===== src/rtl/core/plps_pkg.sv =====
// ----------------------------------------------------------------------------
// plps_pkg
// Shared types, constants and the pattern ROM of the LED pattern sequencer.
// ----------------------------------------------------------------------------
package plps_pkg;

    localparam int LED_COUNT = 2;
    localparam int LED_W     = $clog2(LED_COUNT);
    localparam int SEQ_COUNT = 9;
    localparam int SEQ_W     = 4;
    localparam logic [SEQ_W-1:0] SEQ_NONE = SEQ_W'(SEQ_COUNT);

    localparam int ROM_STEPS = 16;
    localparam int POS_ARG_W = 7;
    localparam int STEP_W    = 14;
    localparam int MS_W      = 11;

    localparam logic [1:0] KIND_STOP = 2'd0;
    localparam logic [1:0] KIND_LOOP = 2'd1;
    localparam logic [1:0] KIND_HOLD = 2'd2;

    localparam logic [1:0] ACT_TICK  = 2'd0;
    localparam logic [1:0] ACT_START = 2'd1;
    localparam logic [1:0] ACT_STOP  = 2'd2;

    localparam logic [STEP_W-1:0] STEP_STOP = {KIND_STOP, 12'd0};
    localparam logic [STEP_W-1:0] STEP_LOOP = {KIND_LOOP, 12'd0};

    typedef enum logic [2:0] {
        OP_NONE,
        OP_CAPTURE,
        OP_TICK,
        OP_APPLY,
        OP_WALK,
        OP_RESULT
    } op_t;

    typedef struct packed {
        op_t              op;
        logic [LED_W-1:0] led;
        logic             idle;
    } cmd_t;

    typedef struct packed {
        logic                 is_tick;
        logic                 cmd_ok;
        logic                 apply_walk;
        logic                 tick_expire;
        logic                 walk_last;
        logic [LED_COUNT-1:0] led_on;
        logic [SEQ_W-1:0]     report_seq;
    } sts_t;

    function automatic logic [STEP_W-1:0] hold_step(input logic level,
                                                   input logic [MS_W-1:0] ms);
        return {KIND_HOLD, level, ms};
    endfunction

    // Fixed blink patterns, sequence 0 has the highest priority.
    function automatic logic [STEP_W-1:0] rom_step(input logic [SEQ_W-1:0] seq,
                                                  input logic [POS_ARG_W-1:0] pos);
        logic [STEP_W-1:0] r;
        r = STEP_STOP;
        if (pos < POS_ARG_W'(ROM_STEPS))
        begin
            case (seq)
                4'd0:
                begin
                    if (pos < 7'd14)
                    begin
                        r = hold_step(~pos[0], 11'd100);
                    end
                end
                4'd1, 4'd2:
                begin
                    case (pos)
                        7'd0:    r = hold_step(1'b1, 11'd1000);
                        7'd1:    r = STEP_LOOP;
                        default: r = STEP_STOP;
                    endcase
                end
                4'd3:
                begin
                    case (pos)
                        7'd0:    r = hold_step(1'b1, 11'd200);
                        7'd1:    r = hold_step(1'b0, 11'd800);
                        7'd2:    r = STEP_LOOP;
                        default: r = STEP_STOP;
                    endcase
                end
                4'd4:
                begin
                    case (pos)
                        7'd0:    r = hold_step(1'b1, 11'd500);
                        7'd1:    r = hold_step(1'b0, 11'd500);
                        7'd2:    r = STEP_LOOP;
                        default: r = STEP_STOP;
                    endcase
                end
                4'd5:
                begin
                    case (pos)
                        7'd0:    r = hold_step(1'b1, 11'd50);
                        7'd1:    r = hold_step(1'b0, 11'd250);
                        7'd2:    r = STEP_LOOP;
                        default: r = STEP_STOP;
                    endcase
                end
                4'd6:
                begin
                    case (pos)
                        7'd0:    r = hold_step(1'b1, 11'd50);
                        7'd1:    r = hold_step(1'b0, 11'd450);
                        7'd2:    r = STEP_LOOP;
                        default: r = STEP_STOP;
                    endcase
                end
                4'd7:
                begin
                    case (pos)
                        7'd0:    r = hold_step(1'b1, 11'd50);
                        7'd1:    r = hold_step(1'b0, 11'd1950);
                        7'd2:    r = STEP_LOOP;
                        default: r = STEP_STOP;
                    endcase
                end
                4'd8:
                begin
                    case (pos)
                        7'd0:    r = hold_step(1'b1, 11'd10);
                        7'd1:    r = hold_step(1'b0, 11'd0);
                        default: r = STEP_STOP;
                    endcase
                end
                default: r = STEP_STOP;
            endcase
        end
        return r;
    endfunction

    // Lowest numbered running sequence, or none.
    function automatic logic [SEQ_W-1:0] first_running(input logic [SEQ_COUNT-1:0] run);
        logic [SEQ_W-1:0] r;
        r = SEQ_NONE;
        for (int i = SEQ_COUNT - 1; i >= 0; i--)
        begin
            if (run[i])
            begin
                r = SEQ_W'(i);
            end
        end
        return r;
    endfunction

endpackage


===== src/rtl/core/plps_datapath.sv =====
// ----------------------------------------------------------------------------
// plps_datapath
// Per-LED sequence state, hold counters and the single step unit.
// ----------------------------------------------------------------------------
module plps_datapath
    import plps_pkg::*;
#(
    parameter int MAX_STEPS  = 16,
    parameter int TIME_WIDTH = 16
)
(
    input  logic             clk,
    input  logic             rst_n,
    input  cmd_t             cmd,
    input  logic [1:0]       action,
    input  logic [LED_W-1:0] led_index,
    input  logic [SEQ_W-1:0] seq_select,
    output sts_t             sts
);

    localparam int PW         = $clog2(MAX_STEPS + 1);
    localparam int WALK_LIMIT = SEQ_COUNT * (MAX_STEPS + 1) + 1;
    localparam int WCW        = $clog2(WALK_LIMIT);
    localparam logic [TIME_WIDTH-1:0] TMAX = '1;

    logic [1:0]            cap_action_reg, cap_action_next;
    logic [LED_W-1:0]      cap_led_reg, cap_led_next;
    logic [SEQ_W-1:0]      cap_seq_reg, cap_seq_next;

    logic [SEQ_COUNT-1:0]  running_reg [LED_COUNT];
    logic [SEQ_COUNT-1:0]  running_next [LED_COUNT];
    logic [PW-1:0]         pos_reg [LED_COUNT][SEQ_COUNT];
    logic [PW-1:0]         pos_next [LED_COUNT][SEQ_COUNT];
    logic [SEQ_W-1:0]      active_reg [LED_COUNT];
    logic [SEQ_W-1:0]      active_next [LED_COUNT];
    logic [TIME_WIDTH-1:0] cd_reg [LED_COUNT];
    logic [TIME_WIDTH-1:0] cd_next [LED_COUNT];
    logic [LED_COUNT-1:0]  led_on_reg, led_on_next;
    logic [WCW-1:0]        walk_cnt_reg, walk_cnt_next;

    logic                  is_tick, is_start, is_stop;
    logic [LED_W-1:0]      w_led;
    logic [SEQ_W-1:0]      w_seq;
    logic                  w_valid;
    logic [PW-1:0]         w_pos, w_pos_inc;
    logic                  w_pos_ok;
    logic [STEP_W-1:0]     w_step;
    logic [1:0]            w_kind;
    logic [MS_W-1:0]       w_time;
    logic                  w_level;
    logic [31:0]           w_time_wide;
    logic [TIME_WIDTH-1:0] w_hold;
    logic [SEQ_COUNT-1:0]  s_vec;
    logic [SEQ_W-1:0]      s_first;
    logic [SEQ_COUNT-1:0]  a_vec;
    logic [SEQ_W-1:0]      a_first;
    logic [TIME_WIDTH-1:0] t_cd;

    assign is_tick  = (cap_action_reg == ACT_TICK);
    assign is_start = (cap_action_reg == ACT_START);
    assign is_stop  = (cap_action_reg == ACT_STOP);

    // Step unit: one step of the active sequence of the selected LED.
    assign w_led       = is_tick ? cmd.led : cap_led_reg;
    assign w_seq       = active_reg[w_led];
    assign w_valid     = (w_seq < SEQ_NONE);
    assign w_pos       = pos_reg[w_led][w_seq];
    assign w_pos_ok    = (w_pos < PW'(MAX_STEPS));
    assign w_pos_inc   = w_pos_ok ? (w_pos + PW'(1)) : w_pos;
    assign w_step      = w_pos_ok ? rom_step(w_seq, POS_ARG_W'(w_pos)) : STEP_STOP;
    assign w_kind      = w_step[STEP_W-1 -: 2];
    assign w_level     = w_step[MS_W];
    assign w_time      = w_step[MS_W-1:0];
    assign w_time_wide = 32'(w_time);
    assign w_hold      = (w_time_wide > 32'(TMAX)) ? TMAX : TIME_WIDTH'(w_time_wide);

    always_comb
    begin
        s_vec         = running_reg[w_led];
        s_vec[w_seq]  = 1'b0;
        a_vec         = running_reg[cap_led_reg];
        a_vec[cap_seq_reg] = is_start;
    end

    assign s_first = first_running(s_vec);
    assign a_first = first_running(a_vec);
    assign t_cd    = cd_reg[cmd.led];

    assign sts.is_tick     = is_tick;
    assign sts.cmd_ok      = (is_start || is_stop) && (cap_seq_reg < SEQ_NONE);
    assign sts.apply_walk  = is_stop || (a_first == cap_seq_reg);
    assign sts.tick_expire = (t_cd == TIME_WIDTH'(1));
    assign sts.walk_last   = !w_valid
                           || ((w_kind == KIND_HOLD) && (w_time != '0))
                           || (walk_cnt_reg == WCW'(WALK_LIMIT - 1));
    assign sts.led_on      = led_on_reg;
    assign sts.report_seq  = active_reg[cap_led_reg];

    always_comb
    begin
        cap_action_next = cap_action_reg;
        cap_led_next    = cap_led_reg;
        cap_seq_next    = cap_seq_reg;
        running_next    = running_reg;
        pos_next        = pos_reg;
        active_next     = active_reg;
        cd_next         = cd_reg;
        led_on_next     = led_on_reg;
        walk_cnt_next   = walk_cnt_reg;
        case (cmd.op)
            OP_CAPTURE:
            begin
                cap_action_next = action;
                cap_led_next    = led_index;
                cap_seq_next    = seq_select;
            end
            OP_TICK:
            begin
                if (t_cd != '0)
                begin
                    cd_next[cmd.led] = t_cd - TIME_WIDTH'(1);
                end
                walk_cnt_next = '0;
            end
            OP_APPLY:
            begin
                running_next[cap_led_reg]           = a_vec;
                pos_next[cap_led_reg][cap_seq_reg]  = '0;
                active_next[cap_led_reg]            = a_first;
                led_on_next[cap_led_reg]            = 1'b0;
                walk_cnt_next                       = '0;
            end
            OP_WALK:
            begin
                if (w_valid)
                begin
                    walk_cnt_next = walk_cnt_reg + WCW'(1);
                    case (w_kind)
                        KIND_LOOP:
                        begin
                            pos_next[w_led][w_seq] = '0;
                        end
                        KIND_HOLD:
                        begin
                            pos_next[w_led][w_seq] = w_pos_inc;
                            led_on_next[w_led]     = w_level;
                            if (w_time != '0)
                            begin
                                cd_next[w_led] = w_hold;
                            end
                        end
                        default:
                        begin
                            // Stop marker: the sequence ends and priority is re-resolved.
                            running_next[w_led]    = s_vec;
                            pos_next[w_led][w_seq] = '0;
                            active_next[w_led]     = s_first;
                            led_on_next[w_led]     = 1'b0;
                        end
                    endcase
                end
            end
            default:
            begin
            end
        endcase
    end

    always_ff @(posedge clk or negedge rst_n)
    begin
        if (!rst_n)
        begin
            for (int l = 0; l < LED_COUNT; l++)
            begin
                running_reg[l] <= '0;
                active_reg[l]  <= SEQ_NONE;
                cd_reg[l]      <= '0;
                for (int s = 0; s < SEQ_COUNT; s++)
                begin
                    pos_reg[l][s] <= '0;
                end
            end
            led_on_reg   <= '0;
            walk_cnt_reg <= '0;
        end
        else
        begin
            running_reg  <= running_next;
            pos_reg      <= pos_next;
            active_reg   <= active_next;
            cd_reg       <= cd_next;
            led_on_reg   <= led_on_next;
            walk_cnt_reg <= walk_cnt_next;
        end
    end

    always_ff @(posedge clk)
    begin
        cap_action_reg <= cap_action_next;
        cap_led_reg    <= cap_led_next;
        cap_seq_reg    <= cap_seq_next;
    end

endmodule


===== src/rtl/core/plps_ctrl.sv =====
// ----------------------------------------------------------------------------
// plps_ctrl
// Sequencer state machine that orders the datapath operations for one item.
// ----------------------------------------------------------------------------
module plps_ctrl
    import plps_pkg::*;
(
    input  logic clk,
    input  logic rst_n,
    input  logic in_valid,
    input  logic out_busy,
    input  sts_t sts,
    output cmd_t cmd
);

    typedef enum logic [5:0] {
        S_IDLE     = 6'b000001,
        S_DISPATCH = 6'b000010,
        S_TICK     = 6'b000100,
        S_APPLY    = 6'b001000,
        S_WALK     = 6'b010000,
        S_RESULT   = 6'b100000
    } state_t;

    localparam logic [LED_W-1:0] LED_LAST = LED_W'(LED_COUNT - 1);

    state_t           state_reg, state_next;
    logic [LED_W-1:0] led_cnt_reg, led_cnt_next;

    always_comb
    begin
        state_next   = state_reg;
        led_cnt_next = led_cnt_reg;
        cmd.op       = OP_NONE;
        cmd.led      = led_cnt_reg;
        cmd.idle     = (state_reg == S_IDLE);
        case (state_reg)
            S_IDLE:
            begin
                if (in_valid)
                begin
                    cmd.op     = OP_CAPTURE;
                    state_next = S_DISPATCH;
                end
            end
            S_DISPATCH:
            begin
                led_cnt_next = '0;
                if (sts.is_tick)
                begin
                    state_next = S_TICK;
                end
                else if (sts.cmd_ok)
                begin
                    state_next = S_APPLY;
                end
                else
                begin
                    state_next = S_RESULT;
                end
            end
            S_TICK:
            begin
                cmd.op = OP_TICK;
                if (sts.tick_expire)
                begin
                    state_next = S_WALK;
                end
                else if (led_cnt_reg == LED_LAST)
                begin
                    state_next = S_RESULT;
                end
                else
                begin
                    led_cnt_next = led_cnt_reg + LED_W'(1);
                end
            end
            S_APPLY:
            begin
                cmd.op     = OP_APPLY;
                state_next = sts.apply_walk ? S_WALK : S_RESULT;
            end
            S_WALK:
            begin
                cmd.op = OP_WALK;
                if (sts.walk_last)
                begin
                    if (sts.is_tick && (led_cnt_reg != LED_LAST))
                    begin
                        led_cnt_next = led_cnt_reg + LED_W'(1);
                        state_next   = S_TICK;
                    end
                    else
                    begin
                        state_next = S_RESULT;
                    end
                end
            end
            S_RESULT:
            begin
                if (!out_busy)
                begin
                    cmd.op     = OP_RESULT;
                    state_next = S_IDLE;
                end
            end
            default:
            begin
                state_next = S_IDLE;
            end
        endcase
    end

    always_ff @(posedge clk or negedge rst_n)
    begin
        if (!rst_n)
        begin
            state_reg   <= S_IDLE;
            led_cnt_reg <= '0;
        end
        else
        begin
            state_reg   <= state_next;
            led_cnt_reg <= led_cnt_next;
        end
    end

endmodule


===== src/rtl/core/priority_led_pattern_sequencer_top.sv =====
// ----------------------------------------------------------------------------
// priority_led_pattern_sequencer_top
// Priority LED blink pattern engine: ticks, start and stop items in, one
// result item with pin levels and the reported active sequence out.
// ----------------------------------------------------------------------------
// From the accepting edge an item is captured and dispatched; a tick then sweeps
// every LED, a valid start or stop is applied, and steps are walked where needed,
// before the result; a walk is bounded by SEQ_COUNT*(MAX_STEPS+1)+1 steps.
// Throughput: one item at a time; the next is taken once the engine is idle again,
// later while an earlier result still stalls in the output register.
// Reset (rst_n, asynchronous, active low): all sequences stopped, no active
// sequence, counters zero, LEDs off and active_low_pins set to 1.
// ----------------------------------------------------------------------------
module priority_led_pattern_sequencer_top
    import plps_pkg::*;
#(
    parameter int MAX_STEPS  = 16,
    parameter int TIME_WIDTH = 16
)
(
    input  logic                 clk,
    input  logic                 rst_n,

    // Input channel: one item per tick, start or stop.
    input  logic                 in_valid,
    output logic                 in_stall,
    input  logic [1:0]           action,
    input  logic [LED_W-1:0]     led_index,
    input  logic [SEQ_W-1:0]     seq_select,

    // Output channel: one result item per input item.
    output logic                 out_valid,
    input  logic                 out_stall,
    output logic [LED_COUNT-1:0] led_levels,
    output logic [SEQ_W-1:0]     active_seq,

    // Polarity register write port.
    input  logic                 cfg_wr_en,
    input  logic                 cfg_wr_data
);

    cmd_t                 cmd;
    sts_t                 sts;
    logic                 out_busy;

    logic                 active_low_pins_reg, active_low_pins_next;
    logic                 out_valid_reg, out_valid_next;
    logic [LED_COUNT-1:0] led_levels_reg, led_levels_next;
    logic [SEQ_W-1:0]     active_seq_reg, active_seq_next;

    // The engine takes a new item only when the state machine is idle. A
    // finished result can still be waiting in the output register then, so
    // the next item is already being worked on while the sink stalls.
    assign in_stall = !cmd.idle;
    assign out_busy = out_valid_reg && out_stall;

    plps_ctrl u_ctrl
    (
        .clk      (clk),
        .rst_n    (rst_n),
        .in_valid (in_valid),
        .out_busy (out_busy),
        .sts      (sts),
        .cmd      (cmd)
    );

    plps_datapath
    #(
        .MAX_STEPS  (MAX_STEPS),
        .TIME_WIDTH (TIME_WIDTH)
    )
    u_datapath
    (
        .clk        (clk),
        .rst_n      (rst_n),
        .cmd        (cmd),
        .action     (action),
        .led_index  (led_index),
        .seq_select (seq_select),
        .sts        (sts)
    );

    // The result is captured once all work for the item is done. Pin levels
    // follow the polarity register as it stands at that moment.
    always_comb
    begin
        active_low_pins_next = cfg_wr_en ? cfg_wr_data : active_low_pins_reg;
        out_valid_next       = out_valid_reg && out_stall;
        led_levels_next      = led_levels_reg;
        active_seq_next      = active_seq_reg;
        if (cmd.op == OP_RESULT)
        begin
            out_valid_next  = 1'b1;
            led_levels_next = sts.led_on ^ {LED_COUNT{active_low_pins_reg}};
            active_seq_next = sts.report_seq;
        end
    end

    always_ff @(posedge clk or negedge rst_n)
    begin
        if (!rst_n)
        begin
            active_low_pins_reg <= 1'b1;
            out_valid_reg       <= 1'b0;
        end
        else
        begin
            active_low_pins_reg <= active_low_pins_next;
            out_valid_reg       <= out_valid_next;
        end
    end

    always_ff @(posedge clk)
    begin
        led_levels_reg <= led_levels_next;
        active_seq_reg <= active_seq_next;
    end

    assign out_valid  = out_valid_reg;
    assign led_levels = led_levels_reg;
    assign active_seq = active_seq_reg;

endmodule


===== config.mk =====
export PLATFORM = sky130hd
export DESIGN_NAME = priority_led_pattern_sequencer_top
export DESIGN_NICKNAME = d
export VERILOG_FILES = /design/src/rtl/core/plps_pkg.sv /design/src/rtl/core/plps_datapath.sv /design/src/rtl/core/plps_ctrl.sv /design/src/rtl/core/priority_led_pattern_sequencer_top.sv
export SDC_FILE = /design/constraint.sdc
export NUM_CORES = 1
export LEC_CHECK = 0
export ABC_CLOCK_PERIOD_IN_PS = 11900
export BUFFER_PORTS_ARGS = -buffer_cell sky130_fd_sc_hd__buf_4
export CAP_MARGIN = 10
export CORE_UTILIZATION = 50
export CTS_CLUSTER_SIZE = 14
export DETAILED_ROUTE_END_ITERATION = 6
export HOLD_SLACK_MARGIN = 0.06
export PLACE_DENSITY = 0.68
export SLEW_MARGIN = 20
export SYNTH_ARGS = -nofsm -noshare
export SYNTH_HDL_FRONTEND = slang
export SYNTH_HIERARCHICAL = 1
export SYNTH_SLANG_ARGS = --single-unit

===== constraint.sdc =====
create_clock -name clk -period 11.9 [get_ports clk]
set_clock_uncertainty 0.05 [all_clocks]
set_input_delay 0.595 -clock clk [delete_from_list [all_inputs] [get_ports clk]]
set_output_delay 0.595 -clock clk [all_outputs]
set_load 0.02 [all_outputs]

==> results.cfg <==
[detailed_routing]
vias = 11500
vias_per_cell = 6.83
routed_wl_um = 40700
drtIter0Drc = 1606
dr.pass1.iters = 6
drc = 0
wire_per_inst_um = 24.2
route.antenna.remaining_nets = 0

[worst_setup_path]
worstPathRequired_ns = 12.17
r2r_setup_slack_ns = 5.37
timing.rr.end = u_datapath/cd_reg[8]
rr_startpoint = u_datapath/cap_action_reg[0]
critPathLaunch = u_datapath/cap_action_reg[0]
ff2ff_path_depth = 22
path_max_fanout = 45
endpoint_kind = flip-flop
crit_path_start_kind = flip-flop
crit_type = reg2reg
arrival_ns = 6.81

[clock_tree]
tritoncts = done
cts.sinks = 180
clock_latency_ns = 0.44
postCtsSetupBuffers = 0
clock-root-buffer = clkbuf_16
clkSlewWorstSetupHoldPaths_ns = 0.08
htree_num_levels = 4
post_cts_resized = 0
cts_hold_buf = 0
cts_buffer_depth = 2
numCtsBuffers = 17

[pwr]
ir_drop_v = 0.000126
p_clk_share_pct = 18.6
internal-power_mw = 1.51
switchingPower_mw = 1.55
power_density_nw_per_um2 = 241
sw_frac_of_total_pct = 50.7
seq_power_share_pct = 27.9
power_mw = 3.06
comb_power_share_pct = 53.5
leakage_nw = 5.10

[finish]
final_area_um2 = 12700
fin_cells = 1681
largest_reg_flops = 90
finish.net_count = 1381
multi_input_area_um2 = 6660
drive_gt1_share_pct = 10.8
fillers = 2044
final_core_util_pct = 55.8
synthToLayoutAreaGrowth_pct = 8.64
seq_area_um2 = 4580

[die]
core_region_area_um2 = 22800
dieWidth_um = 155
rows = 55
start_util_pct = 51.4
num_io_pins = 21
die_h_um = 155
die_area_um2 = 24000

[global_routing]
first_global_vias = 10800
grt_overflow = 0
grt.total_usage_pct = 34.6
grt_max_degree = 59
grt_pass1_wl_um = 63200
grt_antenna_before_repair = 1

[timing]
rsz0062_at_grt = no
drv_slew = 0
max_freq_mhz = 153
worst_slew_pin_slew_ns = 1.11
hold_viol = 0
finalSetupViolCount = 0
period_needed_ns = 6.53
finalCritPeriodShare_pct = 54.9
max_slew_margin_pct = 26.1
fin_tns_setup_ns = 0

[synthesis]
synth.top_cell.area_share_pct = 34.4
ys_seq_area_share_pct = 39.1
syn_avg_cell_area_um2 = 8.52
netlist_instances = 1373
synth_nets = 1400
syn-cell-area_um2 = 11700
synth_ff_type = dfrtp_1
ys_warn_count = 6
synth-edff-count = 13
async_reset_ff_share_pct = 92.8
synthDistinctLibCells = 83
ys_ff_latch = 180
synth.largest_area_cell = dfrtp_1
yosys-top-cells-area = dfrtp_1 34%, o21ai_0 5.9%, nand2_1 5.7%, a21oi_1 4.9%, nor2_1 3.8%

[status]
outcome = completed

[run]
maxCapViolations = 0

[place]
io_buffers = 20
post-dp-hpwl_um = 28300
place_area_um2 = 12100
placedCellCount = 1648
place_congestion = 1.01

[worst_hold_path]
hold_class = in2async
-- worst max-delay path by stage --
stage | slack [ns] | end | cells after the start
floorplan | 7.21 | u_ctrl/led_cnt_reg | 23
global placement | 5.62 | u_datapath/cd_reg[8] | 21
detailed placement | 5.41 | u_datapath/cd_reg[6] | 22
CTS | 5.40 | u_datapath/cd_reg[8] | 22
global route | 5.01 | u_datapath/cd_reg[1] | 22
finish | 5.37 | u_datapath/cd_reg[8] | 22
-- Yosys cell counts (6+ instances only) --
cell type / n
nand2_1: 179
dfrtp_1: 161
o21ai_0: 138
nor2_1: 120
a21oi_1: 114
clkbuf_1: 63
nand3_1: 42
nor3_1: 41
inv_1: 34
a22oi_1: 32
mux2i_1: 31
o22ai_1: 25
a22o_1: 21
mux2_2: 20
and2_1: 19
a31oi_1: 16
mux4_2: 15
o211ai_1: 15
o31ai_1: 15
buf_2: 14
ha_1: 14
a211oi_1: 13
edfxtp_1: 13
nand2b_1: 12
o2bb2ai_1: 12
xnor2_1: 11
nand4_1: 10
nor4_1: 10
xor2_1: 10
and3_1: 8
nor2b_1: 8
o221ai_1: 7
a21boi_0: 6
dfstp_2: 6
nor3b_1: 6
o21a_1: 6
-- layout by cell type (no fill, tap or decap), drive strengths merged, types with 15 or more instances in the layout --
cell type  synthesis  layout
nand2            179     179
dfrtp            161     161
o21ai            140     140
nor2             121     121
a21oi            114     114
buf               24      50
nand3             43      43
nor3              42      42
inv               34      40
a22oi             32      32
mux2i             32      32
o22ai             25      25
mux2              22      22
a22o              21      21
and2              21      21
clkbuf            64      19
a31oi             16      16
o31ai             16      16
o211ai            15      15
mux4              15      15
-- cells by family (layout without fill, tap and decap cells) --
kind of cell    count (synthesis)  in the layout  share of synthesized area [%]
simple gates                  489            489                           19.5
compound gates                478            478                           26.1
flops                         180            180                           39.1
buf+inv                       122            116                           4.33
mux                            69             69                           7.91
xor+xnor                       21             21                           1.57
fa+ha+maj                      14             14                           1.50
other cells                     0              1                              0
-- per-layer routing --
| metal | up-vias | global-route usage [%] | wire (µm) |
|---|---|---|---|
| li1 | 5049 | - | - |
| met1 | 5528 | 48.1 | 16700 |
| met2 | 774 | 51.8 | 17800 |
| met4 | 2 | 14.4 | 1580 |
| met3 | 123 | 7.94 | 4620 |
| met5 | - | 0 | 12 |
-- final cells by class --
type	count	area share, %
Inverter	34	1.00
Tap cell	313	3.08
Antenna cell	1	0.0197
Multi-Input combinational cell	1071	52.4
Sequential cell	180	36.0
Clock inverter	13	0.955
Clock buffer	19	3.56
Timing Repair Buffer	50	2.98
-- power by group through the flow --
| stage | clock network (mW) | registers (mW) | logic, mW |
|---|---|---|---|
| finish | 0.570 | 0.853 | 1.63 |
| global route | 0.600 | 0.862 | 1.73 |
| CTS | 0.576 | 0.845 | 1.58 |
| detailed placement | 0 | 0.856 | 1.57 |
| global placement | 0 | 0.856 | 1.56 |
| floorplan | 0 | 0.774 | 1.11 |
-- stage by stage --
stage | hold WS (ns) | setup slack (ns)
floorplan | 0.249 | 7.21
CTS | 0.0705 | 5.40
global placement | 0.416 | 5.62
detailed placement | 0.414 | 5.41
finish | 0.0326 | 5.37
global route | 0.0759 | 5.01
-- critical path, cell delays in order (launching register included) --
cell	delay, ns
edfxtp_1	0.40
inv_1	0.09
ha_1	0.36
mux2i_4	0.27
buf_4	0.47
mux2_4	0.45
mux4_2	0.31
a21oi_1	0.22
o211ai_1	0.31
inv_1	0.18
ha_1	0.34
o21ai_0	0.18
nand2_1	0.09
nand2_1	0.04
and2_1	0.18
inv_1	0.05
ha_1	0.71
nand2_1	0.50
nor2_1	0.20
buf_4	0.23
nor2_1	0.08
nor2_2	0.29
mux2_2	0.38
(Power assumes the default switching activity.)
